`src/sv/dps_pkg.sv`:
```
// ----------------------------------------------------------------------------
// dps_pkg
// Types, codes and the shared step function of the display power sequencer.
// ----------------------------------------------------------------------------
package dps_pkg;

	// Event codes; code seven is unused and ignored
	localparam logic [2:0] MODE_INIT   = 3'd0;
	localparam logic [2:0] MODE_WAKE   = 3'd1;
	localparam logic [2:0] MODE_SLEEP  = 3'd2;
	localparam logic [2:0] MODE_DIM    = 3'd3;
	localparam logic [2:0] MODE_LEVEL  = 3'd4;
	localparam logic [2:0] MODE_DONE   = 3'd5;
	localparam logic [2:0] MODE_CLEAR  = 3'd6;

	localparam logic [6:0] LEVEL_MAX = 7'd100;

	typedef enum logic [3:0] {
		STEP_NONE      = 4'd0,
		STEP_WAKE_OUT  = 4'd1,
		STEP_PANEL_ON  = 4'd2,
		STEP_REDRAW    = 4'd3,
		STEP_APPLY     = 4'd4,
		STEP_LIGHT_OFF = 4'd5,
		STEP_WAIT      = 4'd6,
		STEP_PANEL_OFF = 4'd7,
		STEP_SLEEP_IN  = 4'd8
	} step_t;

	typedef enum logic [1:0] {
		PWR_UNINIT = 2'd0,
		PWR_SLEEP  = 2'd1,
		PWR_DIM    = 2'd2,
		PWR_AWAKE  = 2'd3
	} pwr_t;

	typedef struct packed {
		logic [2:0] mode;
		logic [7:0] brightness_percent;
	} evt_t;

	typedef struct packed {
		step_t      next_step;
		logic       flush_allowed;
		pwr_t       power_state;
		logic [6:0] level_now;
	} res_t;

	// Panel model and target kept between events
	typedef struct packed {
		logic       is_initialized;
		logic       light_up;
		logic       panel_enabled;
		logic       panel_wake;
		logic       redraw_needed;
		logic       transfers_quiet;
		logic       level_dirty;
		pwr_t       goal_state;
		logic [6:0] level_held;
	} dps_state_t;

	localparam dps_state_t STATE_RESET = '{
		is_initialized:  1'b0,
		light_up:        1'b0,
		panel_enabled:   1'b0,
		panel_wake:      1'b0,
		redraw_needed:   1'b0,
		transfers_quiet: 1'b0,
		level_dirty:     1'b0,
		goal_state:      PWR_UNINIT,
		level_held:      7'd0
	};

	// Step the current state calls for, in priority order
	function automatic step_t pending_step(dps_state_t s);
		step_t st;
		st = STEP_NONE;
		if (s.is_initialized) begin
			if (s.goal_state == PWR_AWAKE || s.goal_state == PWR_DIM) begin
				if (!s.panel_wake)
					st = STEP_WAKE_OUT;
				else if (!s.panel_enabled)
					st = STEP_PANEL_ON;
				else if (s.redraw_needed)
					st = STEP_REDRAW;
				else if (s.goal_state == PWR_AWAKE)
					st = (!s.light_up || s.level_dirty) ? STEP_APPLY : STEP_NONE;
				else
					st = s.light_up ? STEP_LIGHT_OFF : STEP_NONE;
			end else if (s.goal_state == PWR_SLEEP) begin
				if (s.light_up)
					st = STEP_LIGHT_OFF;
				else if (!s.transfers_quiet)
					st = STEP_WAIT;
				else if (s.panel_enabled)
					st = STEP_PANEL_OFF;
				else if (s.panel_wake)
					st = STEP_SLEEP_IN;
			end
		end
		return st;
	endfunction

endpackage

```
`src/sv/dps_stream_if.sv`:
```
// ----------------------------------------------------------------------------
// dps_stream_if
// Valid/ready channel carrying one word of a given payload type.
// ----------------------------------------------------------------------------
interface dps_stream_if #(
	parameter type T = logic
);
	logic valid;
	logic ready;
	T     data;

	modport source (output valid, output data, input ready);
	modport sink   (input valid, input data, output ready);
endinterface

```
`src/sv/dps_update.sv`:
```
// ----------------------------------------------------------------------------
// dps_update
// Next panel model and target after one event.
// ----------------------------------------------------------------------------
module dps_update
	import dps_pkg::*;
(
	input  dps_state_t cur,
	input  evt_t       evt,
	output dps_state_t nxt
);

	logic [6:0] req;
	step_t      step;

	// Clamp the requested level
	assign req  = (evt.brightness_percent > {1'b0, LEVEL_MAX}) ? LEVEL_MAX
		: evt.brightness_percent[6:0];
	assign step = pending_step(cur);

	// Apply the event
	always_comb begin
		nxt = cur;
		unique case (evt.mode)
			MODE_INIT: begin
				nxt.is_initialized  = 1'b1;
				nxt.light_up        = 1'b0;
				nxt.panel_enabled   = 1'b1;
				nxt.panel_wake      = 1'b1;
				nxt.redraw_needed   = 1'b1;
				nxt.transfers_quiet = 1'b0;
				nxt.level_dirty     = 1'b0;
				nxt.goal_state      = PWR_AWAKE;
				nxt.level_held      = req;
			end
			MODE_WAKE, MODE_SLEEP, MODE_DIM, MODE_LEVEL: begin
				if (cur.is_initialized) begin
					if (evt.mode == MODE_WAKE)
						nxt.goal_state = PWR_AWAKE;
					else if (evt.mode == MODE_SLEEP)
						nxt.goal_state = PWR_SLEEP;
					else if (evt.mode == MODE_DIM) begin
						if (cur.goal_state != PWR_SLEEP)
							nxt.goal_state = PWR_DIM;
					end else if (req != cur.level_held) begin
						nxt.level_held  = req;
						nxt.level_dirty = cur.light_up;
					end
					// Drop quiesce unless heading to sleep
					if (nxt.goal_state != PWR_SLEEP)
						nxt.transfers_quiet = 1'b0;
				end
			end
			MODE_DONE: begin
				case (step)
					STEP_LIGHT_OFF: begin
						nxt.light_up    = 1'b0;
						nxt.level_dirty = 1'b0;
					end
					STEP_APPLY: begin
						nxt.light_up    = 1'b1;
						nxt.level_dirty = 1'b0;
					end
					STEP_WAIT:      nxt.transfers_quiet = 1'b1;
					STEP_PANEL_OFF: nxt.panel_enabled   = 1'b0;
					STEP_PANEL_ON:  nxt.panel_enabled   = 1'b1;
					STEP_SLEEP_IN: begin
						nxt.panel_wake    = 1'b0;
						nxt.redraw_needed = 1'b1;
					end
					STEP_WAKE_OUT:  nxt.panel_wake    = 1'b1;
					STEP_REDRAW:    nxt.redraw_needed = 1'b0;
					default: ;
				endcase
			end
			MODE_CLEAR: nxt = STATE_RESET;
			default: ;
		endcase
	end

endmodule

```
`src/sv/dps_status.sv`:
```
// ----------------------------------------------------------------------------
// dps_status
// Result word derived from the panel model after an event.
// ----------------------------------------------------------------------------
module dps_status
	import dps_pkg::*;
(
	input  dps_state_t st,
	output res_t       res
);

	// Derive step, flush permission, power state and level
	always_comb begin
		res.next_step     = pending_step(st);
		res.flush_allowed = 1'b0;
		res.power_state   = PWR_UNINIT;
		res.level_now     = st.level_held;
		if (st.is_initialized) begin
			res.flush_allowed = st.panel_wake && st.panel_enabled
				&& (st.goal_state != PWR_SLEEP);
			if (!st.panel_wake || !st.panel_enabled)
				res.power_state = PWR_SLEEP;
			else
				res.power_state = st.light_up ? PWR_AWAKE : PWR_DIM;
		end
	end

endmodule

```
`src/sv/display_power_sequencer.sv`:
```
// ----------------------------------------------------------------------------
// display_power_sequencer
// Tracks panel power events and reports the next required step per event.
//
//   channel  dir  payload                                        role
//   evt      in   mode, brightness_percent                       one event
//   res      out  next_step, flush_allowed, power_state,         one status
//                 level_now
//
// One event per cycle while results are drained; each result appears in the cycle after its event.
// The state update and the status derivation sit between the event
// acceptance and the result register, so that register sets the latency.
// Reset clears the panel model and empties the result register.
// A new event is taken while the result register is empty or being drained;
// a stalled result holds and blocks further events.
// ----------------------------------------------------------------------------
module display_power_sequencer
	import dps_pkg::*;
(
	input  logic                clk,
	input  logic                arst_n,
	dps_stream_if.sink          evt,
	dps_stream_if.source        res
);

	dps_state_t state_q;
	dps_state_t state_nxt;
	res_t       res_nxt;
	res_t       res_q;
	logic       res_valid_q;
	logic       evt_take;

	assign evt.ready = !res_valid_q || res.ready;
	assign evt_take  = evt.valid && evt.ready;

	dps_update u_update (
		.cur (state_q),
		.evt (evt.data),
		.nxt (state_nxt)
	);

	dps_status u_status (
		.st  (state_nxt),
		.res (res_nxt)
	);

	// Advance the panel model on each accepted event
	always_ff @(posedge clk or negedge arst_n) begin
		if (!arst_n)
			state_q <= STATE_RESET;
		else if (evt_take)
			state_q <= state_nxt;
	end

	// Hold the result word until taken
	always_ff @(posedge clk or negedge arst_n) begin
		if (!arst_n)
			res_valid_q <= 1'b0;
		else if (evt_take)
			res_valid_q <= 1'b1;
		else if (res.ready)
			res_valid_q <= 1'b0;
	end

	always_ff @(posedge clk) begin
		if (evt_take)
			res_q <= res_nxt;
	end

	assign res.valid = res_valid_q;
	assign res.data  = res_q;

	// Checks
	a_take_gives_result: assert property (@(posedge clk) disable iff (!arst_n)
		evt_take |=> res_valid_q)
		else $error("accepted event produced no result");

	a_level_range: assert property (@(posedge clk) disable iff (!arst_n)
		state_q.level_held <= LEVEL_MAX)
		else $error("held level above maximum");

	a_goal_init: assert property (@(posedge clk) disable iff (!arst_n)
		(state_q.is_initialized == 1'b0) |-> (state_q.goal_state == PWR_UNINIT))
		else $error("target set while uninitialized");

	a_flush_power: assert property (@(posedge clk) disable iff (!arst_n)
		(res_valid_q && res_q.flush_allowed) |-> (res_q.power_state != PWR_UNINIT
		&& res_q.power_state != PWR_SLEEP))
		else $error("flush allowed while panel not running");

endmodule

```
`src/flat_wrapper.sv`:
```
// flat-port wrapper written by rule: the top's interface ports become plain ports
module display_power_sequencer_flat import dps_pkg::*;
  (clk, arst_n, evt_valid, evt_data, evt_ready, res_valid, res_data, res_ready);
  dps_stream_if #(.T(evt_t)) evt_i ();
  dps_stream_if #(.T(res_t)) res_i ();
  input  logic clk;
  input  logic arst_n;
  input wire logic [$bits(evt_i.valid)-1:0] evt_valid;
  input wire logic [$bits(evt_i.data)-1:0] evt_data;
  output wire logic [$bits(evt_i.ready)-1:0] evt_ready;
  output wire logic [$bits(res_i.valid)-1:0] res_valid;
  output wire logic [$bits(res_i.data)-1:0] res_data;
  input wire logic [$bits(res_i.ready)-1:0] res_ready;
  assign evt_i.valid = evt_valid;
  assign evt_i.data = evt_data;
  assign evt_ready = evt_i.ready;
  assign res_valid = res_i.valid;
  assign res_data = res_i.data;
  assign res_i.ready = res_ready;
  display_power_sequencer u_core (.clk(clk), .arst_n(arst_n), .evt(evt_i), .res(res_i));
endmodule
```
`config.mk`:
```
export PLATFORM = sky130hd
export DESIGN_NAME = display_power_sequencer_flat
export DESIGN_NICKNAME = d
export VERILOG_FILES = /design/src/sv/dps_pkg.sv /design/src/sv/dps_stream_if.sv /design/src/sv/dps_update.sv /design/src/sv/dps_status.sv /design/src/sv/display_power_sequencer.sv /design/src/flat_wrapper.sv
export SDC_FILE = /design/constraint.sdc
export NUM_CORES = 1
export LEC_CHECK = 0
export BUFFER_PORTS_ARGS = -buffer_cell sky130_fd_sc_hd__buf_2
export CAP_MARGIN = 20
export CORE_ASPECT_RATIO = 1.4
export CORE_UTILIZATION = 50
export CTS_CLUSTER_SIZE = 20
export DETAILED_ROUTE_END_ITERATION = 10
export PLACE_DENSITY = 0.73
export RECOVER_POWER = 25
export SLEW_MARGIN = 10
export SYNTH_ARGS = -nofsm -noshare
export SYNTH_HDL_FRONTEND = slang
export SYNTH_HIERARCHICAL = 1
export SYNTH_SLANG_ARGS = --single-unit
export TNS_END_PERCENT = 10
```
`constraint.sdc`:
```
create_clock -name clk -period 5.6 [get_ports clk]
set_clock_uncertainty 0.1 [all_clocks]
set_input_delay 1.4 -clock clk [delete_from_list [all_inputs] [get_ports clk]]
set_output_delay 1.4 -clock clk [all_outputs]
set_load 0.02 [all_outputs]
```
==> impl_table.tex <==
\begin{tabular}{lr}
\hline
Metric & Value \\
\hline
\multicolumn{2}{l}{\textbf{Run status}} \\
Outcome & finished, final reports clean \\
\multicolumn{2}{l}{\textbf{Cells and area}} \\
Multi-input gate area & 1330 µm² \\
Layout cell share with drive strength beyond 1 & 0.219 \\
Post-route insts no fill & 327 \\
Final antenna diode count & 0 \\
Register Area & 846 µm² \\
Synth-to-Final Area Change & 8.19\% \\
Layout net count & 279 \\
\# fillers & 438 \\
\multicolumn{2}{l}{\textbf{GRT}} \\
Initial antenna violation count & 0 \\
Global-route wire length before repair & 8550 µm \\
Number of global-route vias before repair & 1818 \\
Pin count of the biggest net entering global routing & 18 \\
Overall routing resource usage & 0.225 \\
Grt total ovfl & 0 \\
\multicolumn{2}{l}{\textbf{Clock network}} \\
Clock Path Buffers & 2 \\
Hold bufs inserted after CTS & 0 \\
Buffer count from post-CTS setup fixing & 0 \\
Master cell of the clock root buffer & clkbuf\_8 \\
\# clock sinks & 31 \\
Cells resized by post-CTS repair & 0 \\
H-Tree Depth & 2 \\
Clock Pin Slew Worst Setup and Hold Paths & 0.06 ns \\
Clock latency of the later-clocked register in the worst-skew pair & 0.27 ns \\
TritonCTS Buffers & 5 \\
CTS tree & done \\
\multicolumn{2}{l}{\textbf{Floorplan}} \\
DIE HEIGHT & 82.9 µm \\
Top-level port count & 31 \\
Starting density of the core & 0.519 \\
Standard-cell rows & 29 \\
CORE AREA & 4500 µm² \\
Width of the die & 59.8 µm \\
Die ar. & 4960 µm² \\
\multicolumn{2}{l}{\textbf{Critical path}} \\
R2r worst-path depth & 9 \\
Cell class contributing the biggest share of worst-path delay & compound AO/OA/AOI/OAI gates \\
Cell-by-cell trace of the critical path & buf\_2 -> o311a\_4 -> o31ai\_4 -> o31ai\_2 -> a41oi\_4 -> mux2i\_1 -> o22ai\_1 -> nand3b\_1 -> o21ai\_0 -> o22ai\_1 \\
Required time of the critical path & 5.52 ns \\
Category of the most critical setup path & in2reg \\
Worst reg2reg setup slack & 2.61 ns \\
Most frequent cell on the critical path & o22ai\_1 \\
Setup crit end kind & flip-flop \\
FF-to-FF Start & u\_core/state\_q[13]\$\_DFFE\_PN0P\_ \\
Critical path data arrival time & 3.36 ns \\
Type of element launching the critical path & input pin \\
Reg2Reg Capture Point & u\_core/res.data[10]\$\_DFFE\_PP\_ \\
Biggest cell delay along the critical path & 0.41 ns \\
Total buffers and inverters traversed by the critical path & 1 \\
Standard cell with the maximum stage delay on the critical path & o311a\_4 \\
Top fanout value on the critical path & 8 \\
\multicolumn{2}{l}{\textbf{Synth}} \\
Number of enable flip-flop cells after synthesis & 14 \\
Combined area of all synthesized cells & 2340 µm² \\
Cell count after synthesis & 243 \\
Proportion of register bits with asynchronous set or reset after synthesis & 0.548 \\
Most used flip-flop cell after synthesis & dfrtp\_1 \\
Sequential-to-total area share from yosys stat & 0.362 \\
Count of yosys warnings during synthesis & 6 \\
Net count after synthesis & 258 \\
Post-synthesis sequential element count & 31 \\
Distinct cell type count after synthesis & 66 \\
Average instance area after synthesis & 9.62 µm² \\
\multicolumn{2}{l}{\textbf{Flow run}} \\
Max-cap violations & 0 \\
\multicolumn{2}{l}{\textbf{Timing}} \\
Final critical delay including setup and external delays & 3.43 ns \\
Final number of hold-violating endpoints & 0 \\
Maximum clock frequency & 291 MHz \\
Setup Total Neg Slack & 0 ns \\
Setup violators final & 0 \\
Tightest slew margin relative to the limit & 0.405 \\
Pin slew with the least headroom to its limit & 0.892 ns \\
Final Max Slew Viols & 0 \\
Final period util & 0.613 \\
Unrepaired setup endpoints after global routing & no \\
\multicolumn{2}{l}{\textbf{Detailed routing}} \\
Mean routed wirelength per cell & 16.2 µm \\
DRT antenna net count & 0 \\
Detailed-routing iteration count for the pre-antenna-repair pass & 4 \\
Number of design rule violations left after detail routing & 0 \\
Via count & 1962 \\
DR vias/cell & 6.00 \\
Total Wirelength & 5310 µm \\
1st-iter DRT viols & 125 \\
\multicolumn{2}{l}{\textbf{Placed design}} \\
Placed Instances & 319 \\
Estimated wirelength of the detail-placed design & 3900 µm \\
Final weighted congestion in routability-driven placement & 0.912 \\
IO Port Bufs & 30 \\
\multicolumn{2}{l}{\textbf{Power}} \\
Standby leakage power & 1.04 nW \\
Areal power density over the cells & 343 nW/µm² \\
Maximum resistive drop on vdd & 0.000234 V \\
\multicolumn{2}{l}{\textbf{Worst hold path}} \\
Cells on Worst Hold Path & 1 \\
Min-Delay Startpoint & u\_core/state\_q[9]\$\_DFFE\_PN0P\_ \\
Worst hold path type & reg2reg \\
Hold Crit Endpoint & u\_core/state\_q[9]\$\_DFFE\_PN0P\_ \\
\hline
\end{tabular}
==> area by class of cell <==
cell class                 count  share of cell area
clock buffer                   7              0.0302
clock inverter                 1             0.00198
multi-input combinational    184               0.526
sequential                    31               0.334
timing repair buffer          30              0.0584
tap                           62              0.0307
inverter                      12              0.0178
==> cells in the mapped netlist, types with 4 or more instances <==
cell type | instances | area (µm²)
nand2_1 | 22 | 82.6
nor2_1 | 18 | 67.6
dfrtp_1 | 17 | 425
edfxtp_1 | 14 | 420
a21oi_1 | 11 | 55.1
inv_1 | 11 | 41.3
o21ai_0 | 10 | 50.1
mux2_4 | 9 | 135
buf_4 | 7 | 52.6
mux2_2 | 7 | 78.8
nor2b_1 | 7 | 43.8
nor3_1 | 5 | 25.0
o21ai_1 | 5 | 25.0
a31oi_1 | 4 | 25.0
and3_1 | 4 | 25.0
buf_2 | 4 | 20.0
clkbuf_1 | 4 | 15.0
nand3b_1 | 4 | 30.0
o221ai_1 | 4 | 35.0
==> routing by layer <==
layer,global-route usage,up-vias,wire length (µm)
met3,0.0389,10,155
li1,-,954,-
met2,0.385,45,2820
met4,0.101,0,138
met5,0,-,0
met1,0.264,953,2200
==> state kept, by name (all words and copies together) (netlist names) <==
| signal | cells |
|---|---|
| u_core/res.valid | 1 |
| u_core/state_q | 16 |
| u_core/res.data | 14 |
==> report_power, final <==
part | total [mW] | internal [mW] | switching [mW]
clock network | 0.160 | 0.0869 | 0.0734
logic | 0.338 | 0.152 | 0.186
registers | 0.368 | 0.288 | 0.0797
==> logic make-up (layout without fill, tap and decap cells) <==
| kind of cell | count (synthesis) | count (layout) | share of synthesized area |
|---|---|---|---|
| mux | 19 | 19 | 0.104 |
| simple gates | 89 | 89 | 0.210 |
| flops | 31 | 31 | 0.362 |
| compound gates | 71 | 71 | 0.239 |
| fa+ha+maj | 1 | 1 | 0.00428 |
| xor+xnor | 4 | 4 | 0.0150 |
| buf+inv | 28 | 50 | 0.0653 |
==> placed cells by master (no fill, tap or decap), types with 3 or more instances in the layout <==
| cell type | instances |
|---|---|
| nor2b_1 | 7 |
| or2b_1 | 3 |
| nand4_1 | 3 |
| nand2b_1 | 3 |
| inv_1 | 11 |
| mux2i_1 | 3 |
| dfrtp_1 | 17 |
| nor4_1 | 3 |
| nand2_1 | 22 |
| o21ai_1 | 5 |
| mux2_4 | 9 |
| edfxtp_1 | 14 |
| and3_1 | 4 |
| a21oi_1 | 11 |
| o22ai_1 | 3 |
| o21ai_0 | 10 |
| xnor2_1 | 3 |
| o221ai_1 | 4 |
| a31oi_1 | 4 |
| nand3b_1 | 4 |
| clkbuf_8 | 5 |
| clkbuf_1 | 4 |
| a22oi_1 | 3 |
| mux2_2 | 7 |
| nor3_1 | 5 |
| buf_2 | 28 |
| nor2_1 | 18 |
| and2_1 | 3 |
==> worst max path at each step <==
stage                      startpoint                            end  slack, ns  cells past startpoint
final                     evt_data[4]  u_core/res.data[12]$_DFFE_PP_       2.17                     10
after global routing      evt_data[6]  u_core/res.data[12]$_DFFE_PP_       2.00                     10
after CTS                 evt_data[4]  u_core/res.data[12]$_DFFE_PP_       2.20                     10
after detailed placement  evt_data[4]  u_core/res.data[12]$_DFFE_PP_       1.92                     10
after global placement    evt_data[4]  u_core/res.data[12]$_DFFE_PP_       1.97                     10
after floorplan           evt_data[4]  u_core/res.data[12]$_DFFE_PP_       2.25                      9
==> metrics by stage <==
step	total power [mW]	instance area [µm²]	hold slack [ns]	utilization	worst slack [ns]
2_1_floorplan	0.632	2340	0.374	-	2.25
3_3_place_gp	0.702	2460	0.443	0.546	1.97
3_5_place_dp	0.707	2460	0.455	0.546	1.92
4_1_cts	0.870	2540	0.474	0.564	2.20
5_1_grt	0.921	2530	0.515	0.562	2.00
6_report	0.866	2530	0.476	0.562	2.17
Power figures use the tool's default switching activity.
